### src/design/hit_miss_predictor_with_silencing_assert.svh
// ----------------------------------------------------------------------------
// Hit/miss predictor assertion macros
// Concurrent assertion wrappers; empty when SYNTHESIS is defined.
// ----------------------------------------------------------------------------
`ifndef HIT_MISS_PREDICTOR_WITH_SILENCING_ASSERT_SVH
`define HIT_MISS_PREDICTOR_WITH_SILENCING_ASSERT_SVH

`ifndef SYNTHESIS

// same-cycle implication
`define HMP_ASSERT_IMP(name, clock, reset, ante, cons) \
  name: assert property (@(posedge clock) disable iff (reset) (ante) |-> (cons)) \
    else $error("hmp assertion failed");

// next-cycle implication
`define HMP_ASSERT_NXT(name, clock, reset, ante, cons) \
  name: assert property (@(posedge clock) disable iff (reset) (ante) |=> (cons)) \
    else $error("hmp assertion failed");

`else

`define HMP_ASSERT_IMP(name, clock, reset, ante, cons)
`define HMP_ASSERT_NXT(name, clock, reset, ante, cons)

`endif

`endif

### src/design/hmp_pkg.sv
// ----------------------------------------------------------------------------
// hmp_pkg
// Shared types and constants of the hit/miss predictor.
// ----------------------------------------------------------------------------
`timescale 1ns / 1ps

package hmp_pkg;

  // configuration port geometry
  localparam int ADDR_W  = 4;
  localparam int DATA_W  = 32;
  localparam int COUNT_W = 20;

  // register indexes (paddr[3:2])
  localparam logic [1:0] REG_ENABLE   = 2'd0;
  localparam logic [1:0] REG_FALLBACK = 2'd1;
  localparam logic [1:0] REG_INTERVAL = 2'd2;

  // register reset values
  localparam logic               RST_ENABLE   = 1'b1;
  localparam logic               RST_FALLBACK = 1'b1;
  localparam logic [COUNT_W-1:0] RST_INTERVAL = 20'd1024;

  // item function codes
  localparam logic FUNC_PREDICT = 1'b0;
  localparam logic FUNC_UPDATE  = 1'b1;

  typedef struct packed {
    logic               enable;
    logic               fallback_present;
    logic [COUNT_W-1:0] interval;
  } cfg_t;

  // table memory controls
  typedef struct packed {
    logic rd_en;
    logic ctr_we;
    logic sil_we;
  } mem_ctl_t;

  typedef enum logic [2:0] {
    S_CLR_ALL,
    S_CLR_SIL,
    S_IDLE,
    S_INDEX,
    S_LOOK
  } state_e;

endpackage

### src/design/hmp_if.sv
// ----------------------------------------------------------------------------
// hmp_in_if / hmp_out_if
// Valid/ready channels for request words and result words.
// ----------------------------------------------------------------------------
`timescale 1ns / 1ps

interface hmp_in_if;
  logic        valid;
  logic        ready;
  logic        func;
  logic [63:0] addr;
  logic        actual_hit;
  logic        fallback_prediction;

  modport source (output valid, func, addr, actual_hit, fallback_prediction, input ready);
  modport sink   (input valid, func, addr, actual_hit, fallback_prediction, output ready);
endinterface

interface hmp_out_if;
  logic       valid;
  logic       ready;
  logic       prediction;
  logic       used_fallback;
  logic [1:0] counter_now;
  logic       silenced_now;

  modport source (output valid, prediction, used_fallback, counter_now, silenced_now,
                  input ready);
  modport sink   (input valid, prediction, used_fallback, counter_now, silenced_now,
                  output ready);
endinterface

### src/design/hmp_cfg.sv
// ----------------------------------------------------------------------------
// hmp_cfg
// APB register file: enable, fallback_present, silence_reset_interval.
// ----------------------------------------------------------------------------
`timescale 1ns / 1ps

module hmp_cfg (
  input  logic                       clk,
  input  logic                       rst,
  input  logic                       psel,
  input  logic                       penable,
  input  logic                       pwrite,
  input  logic [hmp_pkg::ADDR_W-1:0] paddr,
  input  logic [hmp_pkg::DATA_W-1:0] pwdata,
  output logic [hmp_pkg::DATA_W-1:0] prdata,
  output logic                       pready,
  output hmp_pkg::cfg_t              cfg
);
  import hmp_pkg::*;

  logic       wr;
  logic [1:0] reg_idx;

  assign pready  = 1'b1;
  assign wr      = psel && penable && pwrite;
  assign reg_idx = paddr[3:2];

  // register writes
  always_ff @(posedge clk) begin
    if (rst) begin
      cfg.enable           <= RST_ENABLE;
      cfg.fallback_present <= RST_FALLBACK;
      cfg.interval         <= RST_INTERVAL;
    end else if (wr) begin
      unique case (reg_idx)
        REG_ENABLE:   cfg.enable           <= pwdata[0];
        REG_FALLBACK: cfg.fallback_present <= pwdata[0];
        REG_INTERVAL: cfg.interval         <= pwdata[COUNT_W-1:0];
        default: ;
      endcase
    end
  end

  // read mux
  always_comb begin
    unique case (reg_idx)
      REG_ENABLE:   prdata = {{(DATA_W-1){1'b0}}, cfg.enable};
      REG_FALLBACK: prdata = {{(DATA_W-1){1'b0}}, cfg.fallback_present};
      REG_INTERVAL: prdata = {{(DATA_W-COUNT_W){1'b0}}, cfg.interval};
      default:      prdata = '0;
    endcase
  end

endmodule

### src/design/hmp_index.sv
// ----------------------------------------------------------------------------
// hmp_index
// Table index from a word address: (addr >> 2) mod TABLE_ENTRIES.
// Power-of-two sizes take a bit slice; others run a remainder unit,
// eight address bits per cycle.
// ----------------------------------------------------------------------------
`timescale 1ns / 1ps

module hmp_index #(
  parameter int TABLE_ENTRIES = 1024,
  parameter int IDX_W         = 10
) (
  input  logic             clk,
  input  logic             rst,
  input  logic             start,
  input  logic [63:0]      addr,
  output logic [IDX_W-1:0] idx,
  output logic             done
);

  localparam bit IS_POW2 = (TABLE_ENTRIES & (TABLE_ENTRIES - 1)) == 0;

  generate
    if (IS_POW2) begin : g_slice
      logic [IDX_W-1:0] idx_q;

      // latch slice; done follows in the next cycle
      always_ff @(posedge clk) begin
        if (start) idx_q <= addr[IDX_W+1:2];
      end

      always_ff @(posedge clk) begin
        if (rst) done <= 1'b0;
        else     done <= start;
      end

      assign idx = idx_q;
    end else begin : g_mod
      localparam int                 STEP   = 8;
      localparam int                 STEPS  = 64 / STEP;
      localparam int                 CNT_W  = $clog2(STEPS);
      localparam logic [IDX_W:0]     MODV   = (IDX_W+1)'(TABLE_ENTRIES);
      localparam logic [CNT_W-1:0]   LAST   = CNT_W'(STEPS - 1);

      logic [63:0]      shreg;
      logic [IDX_W-1:0] rem;
      logic [IDX_W:0]   rem_step;
      logic [CNT_W-1:0] cnt;
      logic             busy;

      // eight restoring steps: r = 2r + bit, subtract modulus if over
      always_comb begin
        logic [IDX_W:0] r;
        r = {1'b0, rem};
        for (int k = 0; k < STEP; k++) begin
          r = {r[IDX_W-1:0], shreg[63-k]};
          if (r >= MODV) r = r - MODV;
        end
        rem_step = r;
      end

      // datapath
      always_ff @(posedge clk) begin
        if (start) begin
          shreg <= {2'b00, addr[63:2]};
          rem   <= '0;
        end else if (busy) begin
          shreg <= shreg << STEP;
          rem   <= rem_step[IDX_W-1:0];
        end
      end

      // control
      always_ff @(posedge clk) begin
        if (rst) begin
          busy <= 1'b0;
          cnt  <= '0;
          done <= 1'b0;
        end else begin
          done <= 1'b0;
          if (start) begin
            busy <= 1'b1;
            cnt  <= '0;
          end else if (busy) begin
            cnt <= cnt + CNT_W'(1);
            if (cnt == LAST) begin
              busy <= 1'b0;
              done <= 1'b1;
            end
          end
        end
      end

      assign idx = rem;
    end
  endgenerate

endmodule

### src/design/hmp_table.sv
// ----------------------------------------------------------------------------
// hmp_table
// Counter and silence-bit memories, one write and one registered read port.
// ----------------------------------------------------------------------------
`timescale 1ns / 1ps

module hmp_table #(
  parameter int DEPTH = 1024,
  parameter int IDX_W = 10,
  parameter int CTR_W = 2
) (
  input  logic                clk,
  input  hmp_pkg::mem_ctl_t   ctl,
  input  logic [IDX_W-1:0]    rd_idx,
  input  logic [IDX_W-1:0]    wr_idx,
  input  logic [CTR_W-1:0]    wr_ctr,
  input  logic                wr_sil,
  output logic [CTR_W-1:0]    rd_ctr,
  output logic                rd_sil
);
  import hmp_pkg::*;

  logic [CTR_W-1:0] ctr_mem [DEPTH];
  logic             sil_mem [DEPTH];

  // write ports
  always_ff @(posedge clk) begin
    if (ctl.ctr_we) ctr_mem[wr_idx] <= wr_ctr;
    if (ctl.sil_we) sil_mem[wr_idx] <= wr_sil;
  end

  // registered read
  always_ff @(posedge clk) begin
    if (ctl.rd_en) begin
      rd_ctr <= ctr_mem[rd_idx];
      rd_sil <= sil_mem[rd_idx];
    end
  end

endmodule

### src/design/hmp_core.sv
// ----------------------------------------------------------------------------
// hmp_core
// Sequencer: clearing sweeps, index wait, table read-modify-write, result
// register and the update interval count.
// ----------------------------------------------------------------------------
`timescale 1ns / 1ps
`include "hit_miss_predictor_with_silencing_assert.svh"

module hmp_core #(
  parameter int TABLE_ENTRIES = 1024,
  parameter int COUNTER_MAX   = 3,
  parameter int IDX_W         = 10,
  parameter int CTR_W         = 2
) (
  input  logic              clk,
  input  logic              rst,
  input  hmp_pkg::cfg_t     cfg,
  hmp_in_if.sink            in_ch,
  hmp_out_if.source         out_ch,
  output logic              idx_start,
  input  logic              idx_done,
  input  logic [IDX_W-1:0]  idx,
  output hmp_pkg::mem_ctl_t mem_ctl,
  output logic [IDX_W-1:0]  rd_idx,
  output logic [IDX_W-1:0]  wr_idx,
  output logic [CTR_W-1:0]  wr_ctr,
  output logic              wr_sil,
  input  logic [CTR_W-1:0]  rd_ctr,
  input  logic              rd_sil
);
  import hmp_pkg::*;

  localparam logic [IDX_W-1:0] LAST_IDX = IDX_W'(TABLE_ENTRIES - 1);
  localparam logic [CTR_W-1:0] CTR_MAX  = CTR_W'(COUNTER_MAX);
  localparam logic [CTR_W-1:0] CTR_HALF = CTR_W'(COUNTER_MAX / 2);
  localparam logic [CTR_W-1:0] CTR_THR  = CTR_W'(COUNTER_MAX / 2 + 1);
  localparam logic [CTR_W-1:0] CTR_ONE  = CTR_W'(1);

  state_e state, state_next;

  logic [IDX_W-1:0]   sweep_idx;
  logic [COUNT_W-1:0] count;
  logic [COUNT_W-1:0] count_inc;
  logic               func_q, hit_q, fb_q;
  logic [IDX_W-1:0]   idx_q;

  logic               accept, finish;
  logic               upd_active, upd_wr, sil_set, clr_hit;
  logic [CTR_W-1:0]   ctr_new, ctr_out;
  logic [CTR_W+1:0]   ctr_ext;
  logic               pred_new, sil_out;

  logic               out_valid;
  logic               pred_q, used_q, sil_now_q;
  logic [1:0]         ctr_now_q;

  function automatic logic at_rail(input logic [CTR_W-1:0] c);
    return (c == '0) || (c == CTR_MAX);
  endfunction

  assign accept = in_ch.valid && in_ch.ready;
  assign finish = (state == S_LOOK) && (!out_valid || out_ch.ready);

  // ---- update arithmetic on the entry just read
  assign upd_active = cfg.enable && (func_q == FUNC_UPDATE);
  assign upd_wr     = upd_active && !rd_sil;
  assign count_inc  = count + COUNT_W'(1);
  assign clr_hit    = count_inc >= cfg.interval;

  always_comb begin
    if (hit_q) ctr_new = (rd_ctr != CTR_MAX) ? rd_ctr + CTR_ONE : rd_ctr;
    else       ctr_new = (rd_ctr != '0)      ? rd_ctr - CTR_ONE : rd_ctr;
  end

  // leaving a rail for a middle value silences the entry
  assign sil_set = at_rail(rd_ctr) && !at_rail(ctr_new);

  // ---- result fields
  always_comb begin
    pred_new = 1'b0;
    if (cfg.enable && func_q == FUNC_PREDICT) begin
      if (rd_sil) pred_new = cfg.fallback_present && fb_q;
      else        pred_new = rd_ctr >= CTR_THR;
    end
  end

  assign ctr_out = upd_wr ? ctr_new : rd_ctr;
  assign ctr_ext = {2'b00, ctr_out};

  always_comb begin
    if (upd_active && clr_hit) sil_out = 1'b0;
    else                       sil_out = rd_sil || (upd_wr && sil_set);
  end

  // ---- next state
  always_comb begin
    state_next = state;
    unique case (state)
      S_CLR_ALL, S_CLR_SIL: if (sweep_idx == LAST_IDX) state_next = S_IDLE;
      S_IDLE:               if (accept) state_next = S_INDEX;
      S_INDEX:              if (idx_done) state_next = S_LOOK;
      S_LOOK: begin
        if (finish) state_next = (upd_active && clr_hit) ? S_CLR_SIL : S_IDLE;
      end
      default:              state_next = S_CLR_ALL;
    endcase
  end

  // ---- state outputs
  always_comb begin
    in_ch.ready = 1'b0;
    mem_ctl     = '0;
    wr_idx      = idx_q;
    wr_ctr      = ctr_new;
    wr_sil      = 1'b1;
    unique case (state)
      S_CLR_ALL: begin
        mem_ctl.ctr_we = 1'b1;
        mem_ctl.sil_we = 1'b1;
        wr_idx         = sweep_idx;
        wr_ctr         = CTR_HALF;
        wr_sil         = 1'b0;
      end
      S_CLR_SIL: begin
        mem_ctl.sil_we = 1'b1;
        wr_idx         = sweep_idx;
        wr_sil         = 1'b0;
      end
      S_IDLE:  in_ch.ready = 1'b1;
      S_INDEX: mem_ctl.rd_en = idx_done;
      S_LOOK: begin
        mem_ctl.ctr_we = finish && upd_wr;
        mem_ctl.sil_we = finish && upd_wr && sil_set;
      end
      default: ;
    endcase
  end

  assign idx_start = accept;
  assign rd_idx    = idx;

  // ---- state, sweep pointer, interval count
  always_ff @(posedge clk) begin
    if (rst) begin
      state     <= S_CLR_ALL;
      sweep_idx <= '0;
      count     <= '0;
    end else begin
      state <= state_next;
      if (state == S_CLR_ALL || state == S_CLR_SIL) begin
        sweep_idx <= (sweep_idx == LAST_IDX) ? '0 : sweep_idx + IDX_W'(1);
      end
      if (finish && upd_active) count <= clr_hit ? '0 : count_inc;
    end
  end

  // ---- item fields
  always_ff @(posedge clk) begin
    if (accept) begin
      func_q <= in_ch.func;
      hit_q  <= in_ch.actual_hit;
      fb_q   <= in_ch.fallback_prediction;
    end
    if (idx_done) idx_q <= idx;
  end

  // ---- result register
  always_ff @(posedge clk) begin
    if (rst) begin
      out_valid <= 1'b0;
    end else if (finish) begin
      out_valid <= 1'b1;
    end else if (out_ch.ready) begin
      out_valid <= 1'b0;
    end
  end

  always_ff @(posedge clk) begin
    if (finish) begin
      pred_q    <= pred_new;
      used_q    <= cfg.enable && rd_sil;
      ctr_now_q <= ctr_ext[1:0];
      sil_now_q <= sil_out;
    end
  end

  assign out_ch.valid         = out_valid;
  assign out_ch.prediction    = pred_q;
  assign out_ch.used_fallback = used_q;
  assign out_ch.counter_now   = ctr_now_q;
  assign out_ch.silenced_now  = sil_now_q;

  // ---- assertions
  `HMP_ASSERT_NXT(a_accept_to_index, clk, rst, accept, state == S_INDEX)
  `HMP_ASSERT_IMP(a_ctr_we_legal, clk, rst, mem_ctl.ctr_we, state == S_CLR_ALL || state == S_LOOK)
  `HMP_ASSERT_NXT(a_interval_clear, clk, rst, finish && upd_active && clr_hit, state == S_CLR_SIL)
  `HMP_ASSERT_IMP(a_sweep_from_zero, clk, rst, state == S_CLR_SIL && $past(state) == S_LOOK, sweep_idx == '0)

endmodule

### src/design/hit_miss_predictor_with_silencing.sv
// ----------------------------------------------------------------------------
// hit_miss_predictor_with_silencing
// Load hit/miss predictor: saturating counters with per-entry silence bits.
//
//   channel  | dir | handshake        | word
//   ---------+-----+------------------+---------------------------------------
//   in_ch    | in  | valid/ready      | func, addr, actual_hit, fallback_pred.
//   out_ch   | out | valid/ready      | prediction, used_fallback,
//            |     |                  | counter_now, silenced_now
//   apb      | in  | psel/penable     | paddr, pwdata, prdata (pready = 1)
//
// An item passes accept, index, a registered table read and write-back when
// TABLE_ENTRIES is a power of two; otherwise the remainder unit runs its
// steps between accept and the table read.
// After reset, a clearing pass writes every entry.
// An update that reaches the interval starts a pass that clears the silence
// bits; no word is taken during either pass.
// A result waits in the output register; the next word is taken meanwhile,
// and write-back holds while that register is full and not taken.
// ----------------------------------------------------------------------------
`timescale 1ns / 1ps

module hit_miss_predictor_with_silencing #(
  parameter int TABLE_ENTRIES = 1024,
  parameter int COUNTER_MAX   = 3
) (
  input  logic                       clk,
  input  logic                       rst,
  hmp_in_if.sink                     in_ch,
  hmp_out_if.source                  out_ch,
  input  logic                       psel,
  input  logic                       penable,
  input  logic                       pwrite,
  input  logic [hmp_pkg::ADDR_W-1:0] paddr,
  input  logic [hmp_pkg::DATA_W-1:0] pwdata,
  output logic [hmp_pkg::DATA_W-1:0] prdata,
  output logic                       pready
);
  import hmp_pkg::*;

  localparam int IDX_W = $clog2(TABLE_ENTRIES);
  localparam int CTR_W = $clog2(COUNTER_MAX + 1);

  cfg_t             cfg;
  mem_ctl_t         mem_ctl;
  logic             idx_start, idx_done;
  logic [IDX_W-1:0] idx, rd_idx, wr_idx;
  logic [CTR_W-1:0] wr_ctr, rd_ctr;
  logic             wr_sil, rd_sil;

  hmp_cfg u_cfg (
    .clk     (clk),
    .rst     (rst),
    .psel    (psel),
    .penable (penable),
    .pwrite  (pwrite),
    .paddr   (paddr),
    .pwdata  (pwdata),
    .prdata  (prdata),
    .pready  (pready),
    .cfg     (cfg)
  );

  hmp_index #(
    .TABLE_ENTRIES (TABLE_ENTRIES),
    .IDX_W         (IDX_W)
  ) u_index (
    .clk   (clk),
    .rst   (rst),
    .start (idx_start),
    .addr  (in_ch.addr),
    .idx   (idx),
    .done  (idx_done)
  );

  hmp_table #(
    .DEPTH (TABLE_ENTRIES),
    .IDX_W (IDX_W),
    .CTR_W (CTR_W)
  ) u_table (
    .clk    (clk),
    .ctl    (mem_ctl),
    .rd_idx (rd_idx),
    .wr_idx (wr_idx),
    .wr_ctr (wr_ctr),
    .wr_sil (wr_sil),
    .rd_ctr (rd_ctr),
    .rd_sil (rd_sil)
  );

  hmp_core #(
    .TABLE_ENTRIES (TABLE_ENTRIES),
    .COUNTER_MAX   (COUNTER_MAX),
    .IDX_W         (IDX_W),
    .CTR_W         (CTR_W)
  ) u_core (
    .clk       (clk),
    .rst       (rst),
    .cfg       (cfg),
    .in_ch     (in_ch),
    .out_ch    (out_ch),
    .idx_start (idx_start),
    .idx_done  (idx_done),
    .idx       (idx),
    .mem_ctl   (mem_ctl),
    .rd_idx    (rd_idx),
    .wr_idx    (wr_idx),
    .wr_ctr    (wr_ctr),
    .wr_sil    (wr_sil),
    .rd_ctr    (rd_ctr),
    .rd_sil    (rd_sil)
  );

endmodule
### src/flat_wrapper.sv
// flat-port wrapper written by rule: the top's interface ports become plain ports
module hit_miss_predictor_with_silencing_flat import hmp_pkg::*;
#(
  parameter int TABLE_ENTRIES = 1024,
  parameter int COUNTER_MAX   = 3
)
  (clk, rst, psel, penable, pwrite, paddr, pwdata, prdata, pready, in_ch_valid, in_ch_func, in_ch_addr, in_ch_actual_hit, in_ch_fallback_prediction, in_ch_ready, out_ch_valid, out_ch_prediction, out_ch_used_fallback, out_ch_counter_now, out_ch_silenced_now, out_ch_ready);
  hmp_in_if in_ch_i ();
  hmp_out_if out_ch_i ();
  input  logic clk;
  input  logic rst;
  input  logic psel;
  input  logic penable;
  input  logic pwrite;
  input  logic [hmp_pkg::ADDR_W-1:0] paddr;
  input  logic [hmp_pkg::DATA_W-1:0] pwdata;
  output logic [hmp_pkg::DATA_W-1:0] prdata;
  output logic pready;
  input wire logic [$bits(in_ch_i.valid)-1:0] in_ch_valid;
  input wire logic [$bits(in_ch_i.func)-1:0] in_ch_func;
  input wire logic [$bits(in_ch_i.addr)-1:0] in_ch_addr;
  input wire logic [$bits(in_ch_i.actual_hit)-1:0] in_ch_actual_hit;
  input wire logic [$bits(in_ch_i.fallback_prediction)-1:0] in_ch_fallback_prediction;
  output wire logic [$bits(in_ch_i.ready)-1:0] in_ch_ready;
  output wire logic [$bits(out_ch_i.valid)-1:0] out_ch_valid;
  output wire logic [$bits(out_ch_i.prediction)-1:0] out_ch_prediction;
  output wire logic [$bits(out_ch_i.used_fallback)-1:0] out_ch_used_fallback;
  output wire logic [$bits(out_ch_i.counter_now)-1:0] out_ch_counter_now;
  output wire logic [$bits(out_ch_i.silenced_now)-1:0] out_ch_silenced_now;
  input wire logic [$bits(out_ch_i.ready)-1:0] out_ch_ready;
  assign in_ch_i.valid = in_ch_valid;
  assign in_ch_i.func = in_ch_func;
  assign in_ch_i.addr = in_ch_addr;
  assign in_ch_i.actual_hit = in_ch_actual_hit;
  assign in_ch_i.fallback_prediction = in_ch_fallback_prediction;
  assign in_ch_ready = in_ch_i.ready;
  assign out_ch_valid = out_ch_i.valid;
  assign out_ch_prediction = out_ch_i.prediction;
  assign out_ch_used_fallback = out_ch_i.used_fallback;
  assign out_ch_counter_now = out_ch_i.counter_now;
  assign out_ch_silenced_now = out_ch_i.silenced_now;
  assign out_ch_i.ready = out_ch_ready;
  hit_miss_predictor_with_silencing #(.TABLE_ENTRIES(TABLE_ENTRIES), .COUNTER_MAX(COUNTER_MAX)) u_core (.clk(clk), .rst(rst), .in_ch(in_ch_i), .out_ch(out_ch_i), .psel(psel), .penable(penable), .pwrite(pwrite), .paddr(paddr), .pwdata(pwdata), .prdata(prdata), .pready(pready));
endmodule
### config.mk
export PLATFORM = sky130hd
export DESIGN_NAME = hit_miss_predictor_with_silencing_flat
export DESIGN_NICKNAME = d
export VERILOG_FILES = /design/src/design/hmp_pkg.sv /design/src/design/hmp_if.sv /design/src/design/hmp_cfg.sv /design/src/design/hmp_index.sv /design/src/design/hmp_table.sv /design/src/design/hmp_core.sv /design/src/design/hit_miss_predictor_with_silencing.sv /design/src/flat_wrapper.sv
export VERILOG_INCLUDE_DIRS = /design/src /design/src/design
export SDC_FILE = /design/constraint.sdc
export NUM_CORES = 2
export LEC_CHECK = 0
export BUFFER_PORTS_ARGS = -buffer_cell sky130_fd_sc_hd__buf_2
export CORE_UTILIZATION = 56
export DETAILED_ROUTE_END_ITERATION = 7
export PLACE_DENSITY = 0.83
export SLEW_MARGIN = 10
export SYNTH_ARGS = -nofsm -noshare
export SYNTH_HDL_FRONTEND = slang
export SYNTH_HIERARCHICAL = 1
export SYNTH_SLANG_ARGS = --single-unit
### constraint.sdc
create_clock -name clk -period 63.2 [get_ports clk]
set_clock_uncertainty 0.15 [all_clocks]
set_input_delay 6.32 -clock clk [delete_from_list [all_inputs] [get_ports clk]]
set_output_delay 6.32 -clock clk [all_outputs]
set_load 0.01 [all_outputs]
==> impl.org <==
** Setup path
- Cell-by-cell listing of the critical path :: buf_2 > nor2b_1 > nand2_1 > o21ai_0 > buf_2
- STA classifies the critical path startpoint as a primary input.
- On the critical path, the stage with the largest delay is an instance of nor2b_1.
- Critical path's largest stage delay :: about 750 ps
- Data on the critical path is required at its endpoint by 56730 ps.
- STA classifies the critical path endpoint as a primary output.
- Data arrives at the worst endpoint at ~7600 ps.
- In this design, the critical path's most frequently occurring cell is buf_2.
- Worst setup path category :: in -> out
- Along the worst path, the maximum fanout reaches 20.
- The number of cells on the worst reg-to-reg path is 13.

** Layout
- Syn-to-layout area delta :: 9.09%
- The post-route netlist has ~17% of its cells at a drive strength greater than 1.
- Nets :: between 8k and 9k
- After routing the design area is ~140000 sq um.
- Multi-input combinational cell area :: 34700 sq um
- After filler insertion, the fill cell instance count of the layout stands at roughly 15k.
- Seq. cell area :: 94300 sq um

** Routing
- Overall via count from detail_route :: 78.7k
- In the routed design, unresolved DRC markers number 0.
- For this block, the routed nets add up to 364 mm of wire.
- First-pass detailed-route iteration total :: 8
- Drt via density :: between 6 and 7
- WL/cell :: 31.9 um
- In this run the remaining antenna-violating nets after routing total 0.
- 1st-iter DRT viols :: ~14k

** GRT
- Summed over all layers, the global routing overflow is 0.
- Pin count of the biggest net entering global routing :: approximately 320
- Global routing consumed, over all layers together, 30.5% of the routing resources.
- The initial antenna violation count is 14.
- The first global-routing pass estimated approximately 520 mm of wire.
- The via count of the first global-routing pass is 78.5k.

** Floorplan
- Core Rows :: between 150 and 200
- Top Ports :: 150
- Chip height :: between 400 and 500 um
- The region available for standard cell placement spans roughly 230000 sq um.
- Area enclosed by the die boundary :: 238000 sq um
- The die is between 400 and 500 um wide.
- The initial utilization of the core area, before any placement, comes to a little under three fifths.

** Logic synthesis
- Summed over all instances, the cell type with the most area after synthesis is edfxtp_1.
- By count the netlist is led by 3103 x edfxtp_1, 2119 x nor2_1, 684 x mux4_2.
- Synth warnings :: 6
- Synthesized instance count :: approximately 8.2k
- Dominant cell by count in the synthesized netlist :: edfxtp_1
- Among all flip-flop cells after synthesis, the most frequent one is edfxtp_1.
- Fraction of the yosys area taken by sequential cells :: between 70% and 80%
- Unique cell type count in the Yosys netlist :: 85
- Counting flops and latches in the post-synthesis netlist gives 3160.
- Number of enable-type register cells in the synthesized netlist :: 3103
- Netlist area before placement :: approximately 130000 sq um
- In this run the mean area of a mapped cell was roughly 16 sq um.
- In the synthesized netlist the async set-or-reset flop fraction comes to 0%.
- Area share of the leading cell type in the synthesized netlist :: between 70% and 80%
- In the post-synthesis netlist, the biggest area contributors are edfxtp_1 70%, mux4_2 12%, nor2_1 6.0%.

** Clock network
- In this run the post-CTS setup repair buffer count came out at 0.
- Maximum root-to-sink buffer count :: 4
- Cell at the root of the clock tree :: clkbuf_16
- After clock tree synthesis, the clock-pin slew on the worst setup and hold paths is roughly 60 ps.
- Clock insertion delay at the later pin of the skew report :: 970 ps
- Hold repair after CTS inserted 0 buffers.
- The H-tree was split into 5 levels.
- TritonCTS buffer count :: 312
- CTS tree :: built
- The number of gates resized after CTS was 0.
- For this design, the sink count on the clock tree is ~3.2k.

** STA
- On the final layout, the worst hold slack is ~340 ps.
- The number of hold violations in the final report was 0.
- Unrepaired setup endpoints after global routing :: no
- Total negative slack :: 0 ps
- Measured against its own limit, the worst slew margin works out to about 6%.
- The total count of max-transition violations in the final report was 0.
- Final setup fails :: 0
- Slew of the pin with the lowest slew margin :: 1410 ps
- Worst Setup Slack, final :: 49140 ps
- Subtracting the final worst setup slack from the clock period gives 14060 ps.
- Achievable frequency :: just over 0.07 GHz
- The worst path uses 22.2% of the clock period.

** Pwr
- Internal power consumption :: between 3 and 4 mW
- Total power for the finished layout comes to approximately 4 mW.
- Part of the total power dissipated in the clock network :: 43.8%
- Static leakage :: 44.9 nW
- IR analysis of the VDD net gives a maximum drop of 0.0292 mV.
- For this design the total switching power over the nets is just under 800 uW.
- Sequential cells burn ~56% of the power.
- Net Sw Frac :: 19.4%
- The share of total power dissipated in combinational logic is 0.8%.
- Power density of the placed cells :: between 20 and 30 nW/um^2

** Worst hold path
- In this run the worst hold path is classified as reg -> reg.
- Number of cells on the worst hold path :: 2

** Flow run
- The tool flagged a number of max-cap violations equal to 0.

** Place
- Post-detail-place hpwl :: roughly 190 mm
- Final GP Congestion :: roughly 0.84
- Post-placement cell area :: ~130000 sq um
- During placement, the flow inserted port buffers numbering between 60 and 70.
- Worst Setup Slack post-DPL :: between 40000 and 50000 ps

** Status
- Result of the run :: completed
[flip-flops by register name (all words and copies together) (netlist names), 2 cells and up]
register / cells
u_core/u_core/count: 20
u_core/u_table/ctr_mem: 2048
u_core/u_core/idx_q: 10
u_core/u_core/sweep_idx: 10
u_core/u_core/state: 3
u_core/u_table/rd_ctr: 2
u_core/u_table/sil_mem: 1024
u_core/u_cfg/cfg: 22
u_core/u_core/out_ch.counter_now: 2
u_core/u_index/idx: 10
[area by class of cell]
cell class | count | share of cell area (%)
clock inverters | 140 | 0.846
well taps | 3150 | 2.73
clock buffers | 388 | 5.79
diodes | 6 | 0.0104
repair buffers | 214 | 1.11
multi-input cells | 4330 | 24.0
flip-flops and latches | 3160 | 65.4
inverters | 35 | 0.103
[worst paths after layout]
| path | from | end | slack, ps |
|---|---|---|---|
| min | u_core/u_cfg/cfg[19] | u_core/u_cfg/cfg[19] | 340 |
| min reg2reg | u_core/u_cfg/cfg[19] | u_core/u_cfg/cfg[19] | 340 |
| max | paddr[3] | prdata[0] | 49140 |
| max reg2reg | u_core/u_index/idx[1] | u_core/u_table/rd_ctr[1] | 56050 |
[layout by cell type (no fill, tap or decap), types with 14 or more instances in the layout]
| cell | count |
|---|---|
| o21ai_0 | 59 |
| mux2i_1 | 329 |
| buf_2 | 68 |
| a21oi_1 | 117 |
| buf_4 | 133 |
| bufinv_16 | 22 |
| o221ai_1 | 117 |
| nand2_1 | 202 |
| nor3_1 | 49 |
| a22o_1 | 25 |
| a22oi_1 | 56 |
| ha_1 | 26 |
| nand4_1 | 17 |
| a211oi_1 | 17 |
| edfxtp_1 | 3103 |
| and2_1 | 42 |
| nand3_1 | 27 |
| a221oi_1 | 14 |
| xor2_1 | 14 |
| clkinv_2 | 46 |
| clkbuf_16 | 322 |
| nand2_4 | 34 |
| and3_1 | 18 |
| dfxtp_1 | 57 |
| o21ai_1 | 15 |
| mux4_2 | 684 |
| clkinv_1 | 60 |
| inv_1 | 30 |
| nand2b_1 | 45 |
| clkbuf_1 | 62 |
| nor2_1 | 2116 |
| nor2b_1 | 16 |
| o22ai_1 | 73 |
[power groups by stage]
| stage | logic, mW | clock network (mW) | registers, mW |
|---|---|---|---|
| 6_report | 0.0311 | 1.79 | 2.27 |
| 4_1_cts | 0.0299 | 1.79 | 2.27 |
| 2_1_floorplan | 0.0146 | 0 | 2.31 |
| 3_5_place_dp | 0.0297 | 0 | 2.31 |
| 3_3_place_gp | 0.0294 | 0 | 2.31 |
| 5_1_grt | 0.0312 | 1.87 | 2.27 |
[cell families after synthesis]
logic type / after synthesis / share of synthesized area (%)
DFF: 3160 / 71.3
and+or+nand+nor: 2656 / 8.14
muxes: 1020 / 14.2
buffers and inverters: 759 / 2.77
AOI/OAI and AO/OA: 589 / 3.13
adders and majority gates: 26 / 0.246
xor gates and xnor gates: 26 / 0.172
other: 2 / 0.00568
[critical path, delay by kind of cell]
kind	cells	cell delay (ps)
and+or+nand+nor	2	870
AOI/OAI and AO/OA	1	110
buffers and inverters	2	280
[metrics by stage]
| step | std cells | utilization (%) |
|---|---|---|
| after global routing | 11400 | 61.4 |
| final | 11400 | 61.4 |
| after global placement | 10900 | 57.3 |
| after detailed placement | 10900 | 57.3 |
| after CTS | 11400 | 61.4 |
| after floorplan | 8249 | - |
[routing by layer]
metal	track usage (%)	share of wire [%]	vias to the layer above
met5	0	0.047	-
met1	38.1	31	39200
met3	9.10	16	1623
li1	-	-	30900
met2	47.2	46	6917
met4	18.2	7.3	18
No activity file was read; power rests on OpenSTA's default activity.
